==> config.mk <==
export PLATFORM = sky130hd
export DESIGN_NAME = ppcex_ctrl
export DESIGN_NICKNAME = d
export VERILOG_FILES = /design/src/design/ppcex_pkg.sv /design/src/design/ppcex_ctrl.sv
export SDC_FILE = /design/constraint.sdc
export NUM_CORES = 1
export LEC_CHECK = 0
export BUFFER_PORTS_ARGS = -buffer_cell sky130_fd_sc_hd__buf_2
export CORE_AREA = 2 2 39 41
export DETAILED_ROUTE_END_ITERATION = 6
export DIE_AREA = 0 0 41 43
export GPL_TIMING_DRIVEN = 0
export SYNTH_ARGS = -nofsm -noshare
export SYNTH_HDL_FRONTEND = slang
export SYNTH_SLANG_ARGS = --single-unit
export TNS_END_PERCENT = 30
==> constraint.sdc <==
create_clock -name i_clk -period 1.7 [get_ports i_clk]
set_input_delay 0.255 -clock i_clk [delete_from_list [all_inputs] [get_ports i_clk]]
set_output_delay 0.255 -clock i_clk [all_outputs]
set_load 0.02 [all_outputs]
==> src/design/ppcex_pkg.sv <==
// shared types, opcodes and helpers for the integer execute unit
`timescale 1ns / 1ps
package ppcex_pkg;

    localparam int unsigned XLEN   = 32;
    localparam int unsigned NREGS  = 32;
    localparam int unsigned RIDX_W = 5;
    localparam int unsigned OUT_W  = 72;

    localparam logic [31:0] CA_BIT   = 32'h2000_0000;
    localparam logic [31:0] SO_BIT   = 32'h8000_0000;
    localparam logic [31:0] ALL_ONES = 32'hFFFF_FFFF;

    // primary opcodes
    localparam logic [5:0] OP_MULLI   = 6'd7;
    localparam logic [5:0] OP_SUBFIC  = 6'd8;
    localparam logic [5:0] OP_CMPLI   = 6'd10;
    localparam logic [5:0] OP_CMPI    = 6'd11;
    localparam logic [5:0] OP_ADDIC   = 6'd12;
    localparam logic [5:0] OP_ADDICR  = 6'd13;
    localparam logic [5:0] OP_ADDI    = 6'd14;
    localparam logic [5:0] OP_ADDIS   = 6'd15;
    localparam logic [5:0] OP_RLWIMI  = 6'd20;
    localparam logic [5:0] OP_RLWINM  = 6'd21;
    localparam logic [5:0] OP_ORI     = 6'd24;
    localparam logic [5:0] OP_ORIS    = 6'd25;
    localparam logic [5:0] OP_XORI    = 6'd26;
    localparam logic [5:0] OP_XORIS   = 6'd27;
    localparam logic [5:0] OP_ANDI    = 6'd28;
    localparam logic [5:0] OP_ANDIS   = 6'd29;
    localparam logic [5:0] OP_EXT     = 6'd31;

    // extended opcodes under primary 31
    localparam logic [9:0] XO_CMP    = 10'd0;
    localparam logic [9:0] XO_MULHWU = 10'd11;
    localparam logic [9:0] XO_MFCR   = 10'd19;
    localparam logic [9:0] XO_SLW    = 10'd24;
    localparam logic [9:0] XO_CNTLZW = 10'd26;
    localparam logic [9:0] XO_AND    = 10'd28;
    localparam logic [9:0] XO_CMPL   = 10'd32;
    localparam logic [9:0] XO_SUBF   = 10'd40;
    localparam logic [9:0] XO_ANDC   = 10'd60;
    localparam logic [9:0] XO_MULHW  = 10'd75;
    localparam logic [9:0] XO_NEG    = 10'd104;
    localparam logic [9:0] XO_NOR    = 10'd124;
    localparam logic [9:0] XO_MTCRF  = 10'd144;
    localparam logic [9:0] XO_MULLW  = 10'd235;
    localparam logic [9:0] XO_ADD    = 10'd266;
    localparam logic [9:0] XO_EQV    = 10'd284;
    localparam logic [9:0] XO_XOR    = 10'd316;
    localparam logic [9:0] XO_MFSPR  = 10'd339;
    localparam logic [9:0] XO_ORC    = 10'd412;
    localparam logic [9:0] XO_OR     = 10'd444;
    localparam logic [9:0] XO_DIVWU  = 10'd459;
    localparam logic [9:0] XO_MTSPR  = 10'd467;
    localparam logic [9:0] XO_NAND   = 10'd476;
    localparam logic [9:0] XO_DIVW   = 10'd491;
    localparam logic [9:0] XO_SRW    = 10'd536;
    localparam logic [9:0] XO_SRAW   = 10'd792;
    localparam logic [9:0] XO_SRAWI  = 10'd824;
    localparam logic [9:0] XO_EXTSH  = 10'd922;
    localparam logic [9:0] XO_EXTSB  = 10'd954;

    localparam logic [9:0] SPR_XER = 10'd1;
    localparam logic [9:0] SPR_LR  = 10'd8;
    localparam logic [9:0] SPR_CTR = 10'd9;

    // controller to datapath
    typedef struct packed {
        logic load;     // capture instruction, read operands
        logic exec;     // evaluate non-divide ops / start divide
        logic div_step; // one divide iteration
        logic commit;   // write state and result
    } t_cmd;

    // datapath to controller
    typedef struct packed {
        logic is_div;
        logic div_done;
    } t_status;

    function automatic logic [31:0] put_field(input logic [31:0] crv, input logic [2:0] fld,
                                              input logic [3:0] code);
        logic [31:0] m;
        logic [31:0] v;
        m = 32'hF000_0000 >> {fld, 2'b00};
        v = {code, 28'd0} >> {fld, 2'b00};
        return (crv & ~m) | v;
    endfunction

    function automatic logic [3:0] cmp_code(input logic [31:0] a, input logic [31:0] b,
                                            input logic sgn, input logic so);
        logic [31:0] x;
        logic [31:0] y;
        x = sgn ? (a ^ SO_BIT) : a;
        y = sgn ? (b ^ SO_BIT) : b;
        return {(x < y), (x > y), (x == y), so};
    endfunction

endpackage

==> src/design/ppcex_ctrl.sv <==
// controller state machine for the integer execute unit
`timescale 1ns / 1ps
module ppcex_ctrl (
    input  logic              i_clk,
    input  logic              i_rst_n,
    input  logic              i_in_tvalid,
    output logic              o_in_tready,
    output logic              o_out_tvalid,
    input  logic              i_out_tready,
    input  ppcex_pkg::t_status i_status,
    output ppcex_pkg::t_cmd   o_cmd
);

    typedef enum logic [4:0] {
        S_IDLE = 5'b00001,
        S_EXEC = 5'b00010,
        S_DIV  = 5'b00100,
        S_DONE = 5'b01000,
        S_OUT  = 5'b10000
    } t_state;

    t_state r_state, n_state;

    // state register
    always_ff @(posedge i_clk) begin
        if (!i_rst_n) begin
            r_state <= S_IDLE;
        end else begin
            r_state <= n_state;
        end
    end

    // next state and commands
    always_comb begin
        n_state = r_state;
        o_cmd = '0;
        o_in_tready = 1'b0;
        o_out_tvalid = 1'b0;
        case (r_state)
            S_IDLE: begin
                o_in_tready = 1'b1;
                if (i_in_tvalid) begin
                    o_cmd.load = 1'b1;
                    n_state = S_EXEC;
                end
            end
            S_EXEC: begin
                o_cmd.exec = 1'b1;
                n_state = i_status.is_div ? S_DIV : S_DONE;
            end
            S_DIV: begin
                o_cmd.div_step = 1'b1;
                if (i_status.div_done) begin
                    n_state = S_DONE;
                end
            end
            S_DONE: begin
                o_cmd.commit = 1'b1;
                n_state = S_OUT;
            end
            S_OUT: begin
                o_out_tvalid = 1'b1;
                o_in_tready = i_out_tready;
                if (i_out_tready) begin
                    if (i_in_tvalid) begin
                        o_cmd.load = 1'b1;
                        n_state = S_EXEC;
                    end else begin
                        n_state = S_IDLE;
                    end
                end
            end
            default: n_state = S_IDLE;
        endcase
    end

endmodule

==> run summary, run 1 <==
P&R area growth vs syn: 33.7%
Setup Buffers After CTS: 0
H-Tree Depth: 1
# IOs: 12
CP arrival: 1.38 ns
syn avg cell area: 7.99 µm²
Critical R2R Capture: r_state[1]
Critical Path RT: 1.44 ns
# clock sinks: 5
Internal Power: 0.262 mW
Via Count: 383
# fillers: 156
Via density: 4.97
clk_lat worst skew: 0.24 ns
Rows: 14
Period minus WS final: 1.63 ns
Largest register FFs: 5
Setup Total Neg Slack: 0 ns
Worst Hold Depth: 2
TritonCTS Buffers: 3
Worst Reg-to-Reg Cells: 4
setup ws final: 0.0668 ns
Final setup viols: 0
synth unique cells: 28
skew final: 0.000729 ns
Worst-Margin Slew: 0.305 ns
Seq cells post-synth: 5
hold_sp: i_rst_n
Worst Hold End: r_state[0]
Most common cell on crit path: buf_2
CP Launch Type: flop
routability cong.: 0.743
WL per Instance: 10.9 µm
Top reg by flops: r_state
largest net degree at the start of global routing: 11
sw frac: 28.7%
Synth Flop Type: dfxtp_1
share of the synthesized area in the top cell type: 26.7%
vias in the first global route: 314
Leak: 0.211 nW
largest registers: r_state x5
top-count cell post-synth: nor3_1
most frequent cells after synthesis: nor3_1 (6), dfxtp_1 (5), nor2_1 (3), o21ai_0 (3)
first-pass GRT wire length: 1340 µm
Worst path top cell family by delay: simple AND/OR/NAND/NOR gates
Max FO, Critical Path: 10
Crit Path Category: flop to output pin
antenna violations before repair: 0
CP max-delay cell: or3_4
clk buf depth: 2
Post-route DRC: 0
CTS root buf: clkbuf_4
dpl ws: 0.238 ns
sequential area share after synthesis: 26.7%
maxcap violations: 0
Ys Warns: 0
post-synthesis cell count: 47
Die Width: 41 µm
Initial Util: 27.1%
Antenna Violating Nets Remaining: 0
CTS tree: done
final count of hold timing violations: 0
Max Slew Vio Count: 0
Post-synth EDFFs: 0
Syn Nets: 53
Setup crit end kind: output pin
total grt overflow: 0
DR pass1 iterations: 4
area leader, netlist: dfxtp_1
Mapped Area: 375 µm²
detailed-placement wirelength estimate: 602 µm
R2R setup slack: 0.29 ns
status: completed
number of diodes: 0
relative slew slack: 79.6%
power per cell area: 734 mW/mm²
CP bufs+invs: 2
Final period util: 96.1%
Core Area: 0.00138 mm²
synth top area cells: dfxtp_1 (27%), nor3_1 (8.0%), xor2_1 (4.7%)
clk slew on worst S/H paths: 0.04 ns
min-delay worst type: input port to flop
async set-reset flop share out of synthesis: 0%
Final #Nets: 68
Comb power frac: 29.0%
Port Buffers: 11
Total GRT Usage: 11.3%
Clk network pwr share: 36.6%
Peak VDD IR: 393 µV
FMAX: 0.612 GHz
die area: 0.00176 mm²
die span in y: 43 µm
part of the power in registers: 34.4%
fraction of layout instances using a drive strength above 1: 39.3%
worst-path cell chain: buf_2, or3_4, nor2_1, buf_2
r2r startpoint: r_state[1]
1st-iter DRT viols: 8
Crit path largest cell delay: 0.42 ns
RSZ-0062 raised after global routing: no
Switch Pwr: 0.106 mW
Detailed Route WL: 838 µm
[power by group through the flow]
stage                     clock (mW)  combinational, mW  sequential (mW)
after floorplan                    0             0.0712            0.128
after global placement             0             0.0970            0.128
after detailed placement           0             0.0979            0.128
after CTS                      0.144              0.102            0.126
after global routing           0.151              0.117            0.127
final                          0.135              0.107            0.127
[kinds of logic after synthesis]
group           count (synthesis)  share of synthesized area (%)
compound gates                  8                           16.0
xor+xnor                        2                           4.67
buf+inv                         4                           6.67
flops                           5                           26.7
simple gates                   28                           46.0
[final cells by class]
| cell class | instances | area, µm² | share of cell area, % |
|---|---|---|---|
| buffer | 3 | 21.3 | 4.24 |
| timing repair buffer | 11 | 57.6 | 11.5 |
| multi-input combinational | 38 | 277 | 55.1 |
| sequential | 5 | 100 | 20.0 |
| tap | 16 | 20.0 | 3.99 |
| clock buffer | 4 | 26.3 | 5.24 |
[stage by stage]
stage	total power, mW	instance area (µm²)	cells	utilization, %	hold WS (ns)
6_report	0.368	502	77	36.3	0.249
3_5_place_dp	0.226	450	74	32.5	0.493
2_1_floorplan	0.199	375	47	-	0.333
4_1_cts	0.372	487	78	35.2	0.235
3_3_place_gp	0.225	450	74	32.5	0.485
5_1_grt	0.395	502	77	36.3	0.251
[cells in the final DEF (no fill, tap or decap), types with 2 or more instances in the layout]
cell type	Yosys	routed
a21boi_2	1	2
nand2b_1	2	2
nor2b_1	2	2
nor3b_1	2	2
dfxtp_1	5	5
and2_1	2	2
o21ai_0	3	3
nor3_1	6	4
nor2_1	3	2
buf_2	2	12
xor2_1	2	2
nor3_2	0	2
clkbuf_4	0	3
[how the worst max path moves through the flow]
stage                           from           end  slack, ns  cells past startpoint
after global routing      r_state[1]  o_out_tvalid      0.004                      4
final                     r_state[1]  o_out_tvalid       0.07                      4
after global placement    r_state[1]      o_cmd[0]       0.23                      4
after CTS                 r_state[1]      o_cmd[3]      0.001                      5
after floorplan           r_state[1]      o_cmd[3]       0.09                      4
after detailed placement  r_state[1]      o_cmd[0]       0.24                      4
[worst reg2reg max path: stages (launching register included)]
cell and delay (ns):
dfxtp_1 0.29, buf_2 0.17, or4b_1 0.52, o21ai_0 0.23
nor3_1 0.08
[routing by layer]
metal  vias up  track usage, %  wire (µm)
met5         -               0          0
met1       173            16.8        404
met3         0            6.28         79
met4         0            2.00          0
met2        13            14.1        355
li1        197               -          -
[what timing repair did]
| item | in CTS | in global routing |
|---|---|---|
| gates resized for setup | 2 | 5 |
| hold buffers | 0 | 0 |
| setup endpoints to repair | 2 | 3 |
No activity file was read; power rests on OpenSTA's default activity.
==> inputs of run 2 (changes only) <==
- SKIP_LAST_GASP: default -> 1
- TNS_END_PERCENT: 30 -> default
- clock period: 1.7 -> 1.8 ns (I/O delays scaled with it)
==> run 2 against run 1 <==
- global-route usage is 0.10 points lower
- clock skew hardly changed
- critical endpoint is now o_cmd[0]
- flip-flop and latch count stayed put
- non-clock buffer count stayed put
- total power is 7.1% lower
- highest routed layer unchanged
- critical path type unchanged
- register-to-register slack better by 0.11 ns
- clock power is 6% lower
==> run summary, run 2 (same netlist as run 1, synthesis figures left out) <==
status: completed
maxcap violations: 0 (unchanged)
relative slew slack: 78.0% (-1.7 points)
fraction of layout instances using a drive strength above 1: 32.8% (-6.6 points)
Worst Reg-to-Reg Cells: 4 (unchanged)
vias in the first global route: 310 (-1.3%)
Die Width: 41 µm (unchanged)
routability cong.: 0.743 (unchanged)
Peak VDD IR: 371 µV (-5.6%)
CP arrival: 1.44 ns (+0.06 ns)
RSZ-0062 raised after global routing: no
Setup crit end kind: output pin
dpl ws: 0.323 ns (+0.0850 ns)
clk_lat worst skew: 0.24 ns (about the same)
largest registers: r_state x5
CTS root buf: clkbuf_4
Post-Layout Cell Count: 77 (unchanged)
Critical Path RT: 1.53 ns (+0.09 ns)
die area: 0.00176 mm² (unchanged)
clk buf depth: 2 (unchanged)
Initial Util: 27.1% (unchanged)
1st-iter DRT viols: 5 (-3)
skew final: 0.000933 ns (+0.000204 ns)
Worst-Margin Slew: 0.328 ns (+0.0227 ns)
Final #Nets: 68 (unchanged)
die span in y: 43 µm (unchanged)
total grt overflow: 0 (unchanged)
FMAX: 0.586 GHz
Worst Hold Depth: 2 (unchanged)
Leak: 0.205 nW (-2.7%)
min-delay worst type: input port to flop
Via Count: 374 (-2.3%)
largest net degree at the start of global routing: 11 (unchanged)
clk slew on worst S/H paths: 0.04 ns (about the same)
Port Buffers: 11 (unchanged)
first-pass GRT wire length: 1320 µm (-1.6%)
Top reg by flops: r_state
Via density: 4.86 (-2.3%)
most common cell after layout, fill and taps aside: buf_2
Crit Path Category: flop to output pin
Period minus WS final: 1.71 ns
DR pass1 iterations: 4 (unchanged)
H-Tree Depth: 1 (unchanged)
CTS tree: done
Final setup viols: 0 (unchanged)
Setup Total Neg Slack: 0 ns (unchanged)
Final period util: 94.8%
most frequent cells in the layout: buf_2 (13), nor3_1 (6), dfxtp_1 (5)
Core Area: 0.00138 mm² (unchanged)
setup ws final: 0.0928 ns (+0.0260 ns)
Post-route DRC: 0 (unchanged)
number of diodes: 0 (unchanged)
detailed-placement wirelength estimate: 602 µm (unchanged)
Register Area: 100 µm² (unchanged)
TritonCTS Buffers: 3 (unchanged)
Total GRT Usage: 11.2% (-0.10 points)
power per cell area: 715 mW/mm² (-2.5%)
# clock sinks: 5 (unchanged)
Largest register FFs: 5 (unchanged)
area of the multi-input gates: 255 µm² (-7.7%)
final count of hold timing violations: 0 (unchanged)
# IOs: 12 (unchanged)
Detailed Route WL: 836 µm (-0.24%)
Placed Cells: 74 (unchanged)
CP Launch Type: flop
Hold Worst Slack: 0.266 ns (+0.0171 ns)
WL per Instance: 10.9 µm (-0.24%)
Antenna Violating Nets Remaining: 0 (unchanged)
Rows: 14 (unchanged)
P&R area growth vs syn: 27.3%
# fillers: 161 (+3.2%)
Max Slew Vio Count: 0 (unchanged)
Max FO, Critical Path: 10 (unchanged)
antenna violations before repair: 0 (unchanged)
run 2: cell types whose count changed in the layout (fill, tap and decap cells not counted):
cell and delta:
nor3_1 +2, nor3_2 -2, a21boi_1 +1, a21boi_2 -1, buf_2 +1, buf_4 -1, nor2_1 +1, nor2_4 -1
run 2: critical path: stages, from the launching register on:
cell and delay (ns):
dfxtp_1 0.29, buf_2 0.16, or3_4 0.40, nor2_1 0.16
buf_2 0.19
run 2: path summary, 6_finish.rpt:
path / start / endpoint / slack (ns)
max: r_state[1] / o_cmd[0] / 0.09
min: i_rst_n / r_state[0] / 0.27
min reg2reg: r_state[3] / r_state[4] / 0.66
max reg2reg: r_state[1] / r_state[1] / 0.40
run 2: metrics by stage:
| step | util (%) | total power, mW | area [µm²] |
|---|---|---|---|
| 3_3_place_gp | 32.5 | 0.213 | 450 |
| 3_5_place_dp | 32.5 | 0.213 | 450 |
| 5_1_grt | 34.5 | 0.367 | 478 |
| 2_1_floorplan | - | 0.188 | 375 |
| 6_report | 34.5 | 0.342 | 478 |
| 4_1_cts | 34.4 | 0.347 | 477 |
run 2: layer usage:
layer	vias up	part of all wire, %	track usage, %
met5	-	0	0
met3	0	9.6	6.28
met2	17	41	14.1
met1	162	49	16.5
li1	195	-	-
met4	0	0	2.00
run 2: timing repair:
item	in CTS	in global routing
setup endpoints to repair	0	3
setup buffers	0	0
resized for setup	0	1
hold buffers	0	0
run 2: area by class of cell:
class                      count  area share [%]
sequential                     5            20.9
multi-input combinational     38            53.4
tap                           16            4.19
timing repair buffer          11            11.5
clock buffer                   4            5.50
buffer                         3            4.45
run 2: power breakdown:
part	internal [mW]	total [mW]	switching (mW)
Sequential	0.117	0.119	0.00239
Combinational	0.0445	0.0953	0.0508
Clock	0.0837	0.127	0.0435
==> inputs of run 3 (changes only) <==
- PLACE_DENSITY: default -> 0.46
==> run 3 against run 2 <==
- global-route usage is 0.98 points higher
- critical endpoint unchanged
- total power is 0.32% lower
- highest routed layer unchanged
- clock skew is 0.0028 ns higher
- worst hold slack hardly changed
- sequential share of layout area is 0.43 points lower
- clock power hardly changed
- register-to-register slack worse by 0.02 ns
- sequential power hardly changed
==> run summary, run 3 (same netlist as run 1, synthesis figures left out) <==
status: completed
clk buf depth: 2 (unchanged)
Detailed Route WL: 875 µm (+4.7%)
Most common cell on crit path: buf_2
maxcap violations: 0 (unchanged)
number of diodes: 0 (unchanged)
FMAX: 0.592 GHz (+1.1%)
Final #Nets: 68 (unchanged)
RSZ-0062 raised after global routing: no
Critical R2R Capture: r_state[1]
# fillers: 162 (+0.62%)
DR pass1 iterations: 5 (+1)
Hold Worst Slack: 0.266 ns (+0.000490 ns)
TritonCTS Buffers: 3 (unchanged)
P&R area growth vs syn: 30.0%
Final setup viols: 0 (unchanged)
# IOs: 12 (unchanged)
R2R setup slack: 0.38 ns (-0.02 ns)
Worst Setup EP: o_cmd[0]
H-Tree Depth: 1 (unchanged)
Leak: 0.210 nW (+2.5%)
CTS root buf: clkbuf_4
Crit path largest cell delay: 0.41 ns (about the same)
Period minus WS final: 1.69 ns (-0.0179 ns)
Final period util: 93.8% (-1.0 points)
relative slew slack: 80.0% (+2.1 points)
CTS tree: done
Via density: 4.84 (-0.27%)
skew final: 0.00377 ns (+0.00284 ns)
die area: 0.00176 mm² (unchanged)
Post-route DRC: 0 (unchanged)
final count of hold timing violations: 0 (unchanged)
Final Util: 35.3% (+0.72 points)
largest net degree at the start of global routing: 11 (unchanged)
Setup Buffers After CTS: 0 (unchanged)
Worst Reg-to-Reg Cells: 4 (unchanged)
Core Area: 0.00138 mm² (unchanged)
post_cts resized: 0 (unchanged)
Max Slew Vio Count: 0 (unchanged)
first-pass GRT wire length: 1460 µm (+10%)
Crit Path Category: flop to output pin
min-delay worst type: input port to flop
Post-Layout Cell Count: 77 (unchanged)
Setup Total Neg Slack: 0 ns (unchanged)
die span in y: 43 µm (unchanged)
area of the multi-input gates: 265 µm² (+3.9%)
fraction of layout instances using a drive strength above 1: 36.1% (+3.3 points)
r2r startpoint: r_state[1]
Port Buffers: 11 (unchanged)
most frequent cells in the layout: buf_2 (13), dfxtp_1 (5), nor3_1 (4)
1st-iter DRT viols: 10 (+5)
CP arrival: 1.42 ns (-0.02 ns)
detailed-placement wirelength estimate: 639 µm (+6.0%)
WL per Instance: 11.4 µm (+4.7%)
worst-path cell chain: buf_2, or3_4, nor2_1, buf_2
total grt overflow: 0 (unchanged)
Register Area: 100 µm² (unchanged)
vias in the first global route: 339 (+9.4%)
routability cong.: 0.734 (-1.3%)
clk slew on worst S/H paths: 0.04 ns (about the same)
hold_buf cts: 0 (unchanged)
most common cell after layout, fill and taps aside: buf_2
CP Launch Type: flop
Rows: 14 (unchanged)
power per cell area: 698 mW/mm² (-2.4%)
Critical Path RT: 1.53 ns (about the same)
Initial Util: 27.1% (unchanged)
CP max-delay cell: or3_4
Critical Path Source: r_state[1]
clk_lat worst skew: 0.23 ns (about the same)
Placed Cells: 74 (unchanged)
antenna violations before repair: 0 (unchanged)
Setup crit end kind: output pin
Die Width: 41 µm (unchanged)
Total GRT Usage: 12.1% (+0.98 points)
Top reg by flops: r_state
Peak VDD IR: 233 µV (-37%)
# clock sinks: 5 (unchanged)
Max FO, Critical Path: 10 (unchanged)
Antenna Violating Nets Remaining: 0 (unchanged)
largest registers: r_state x5
Worst-Margin Slew: 0.299 ns (-0.0288 ns)
Via Count: 373 (-0.27%)
Largest register FFs: 5 (unchanged)
[run 3: through the flow]
| step | setup WS, ns | area [µm²] | total power [mW] |
|---|---|---|---|
| 2_1_floorplan | 0.177 | 375 | 0.188 |
| 3_3_place_gp | 0.305 | 450 | 0.215 |
| 3_5_place_dp | 0.326 | 450 | 0.214 |
| 4_1_cts | 0.0644 | 477 | 0.342 |
| 5_1_grt | 0.00999 | 488 | 0.367 |
| 6_report | 0.111 | 488 | 0.341 |
[run 3: area by class of cell]
class / instances / area share, %
clock buffers: 4 / 5.38
well taps: 16 / 4.10
repair buffers: 11 / 11.3
plain buffers: 3 / 4.36
multi-input cells: 38 / 54.4
flip-flops and latches: 5 / 20.5
[run 3: where the power goes]
| part | switching, mW | internal (mW) |
|---|---|---|
| clock network | 0.0402 | 0.0834 |
| logic | 0.0519 | 0.0456 |
| registers | 0.00262 | 0.117 |
[run 3: worst min path at each step]
stage             from    endpoint  slack, ns  cells after the start
2_1_floorplan  i_rst_n  r_state[0]       0.35                      1
3_3_place_gp   i_rst_n  r_state[0]       0.51                      2
3_5_place_dp   i_rst_n  r_state[0]       0.52                      2
4_1_cts        i_rst_n  r_state[0]       0.27                      2
5_1_grt        i_rst_n  r_state[0]       0.26                      2
6_report       i_rst_n  r_state[0]       0.27                      2
[run 3: worst max-delay path: cells and delay by family, from the launching register on]
family,cells,cell delay [ns]
simple gates,2,0.56
buf+inv,2,0.34
flops,1,0.29
[run 3: per-layer routing]
metal / global-route usage [%] / vias up / wire, µm
met2: 15.9 / 14 / 393
met5: 0 / - / 0
li1: - / 199 / -
met3: 4.71 / 0 / 60
met1: 17.6 / 160 / 421
met4: 4.00 / 0 / 0
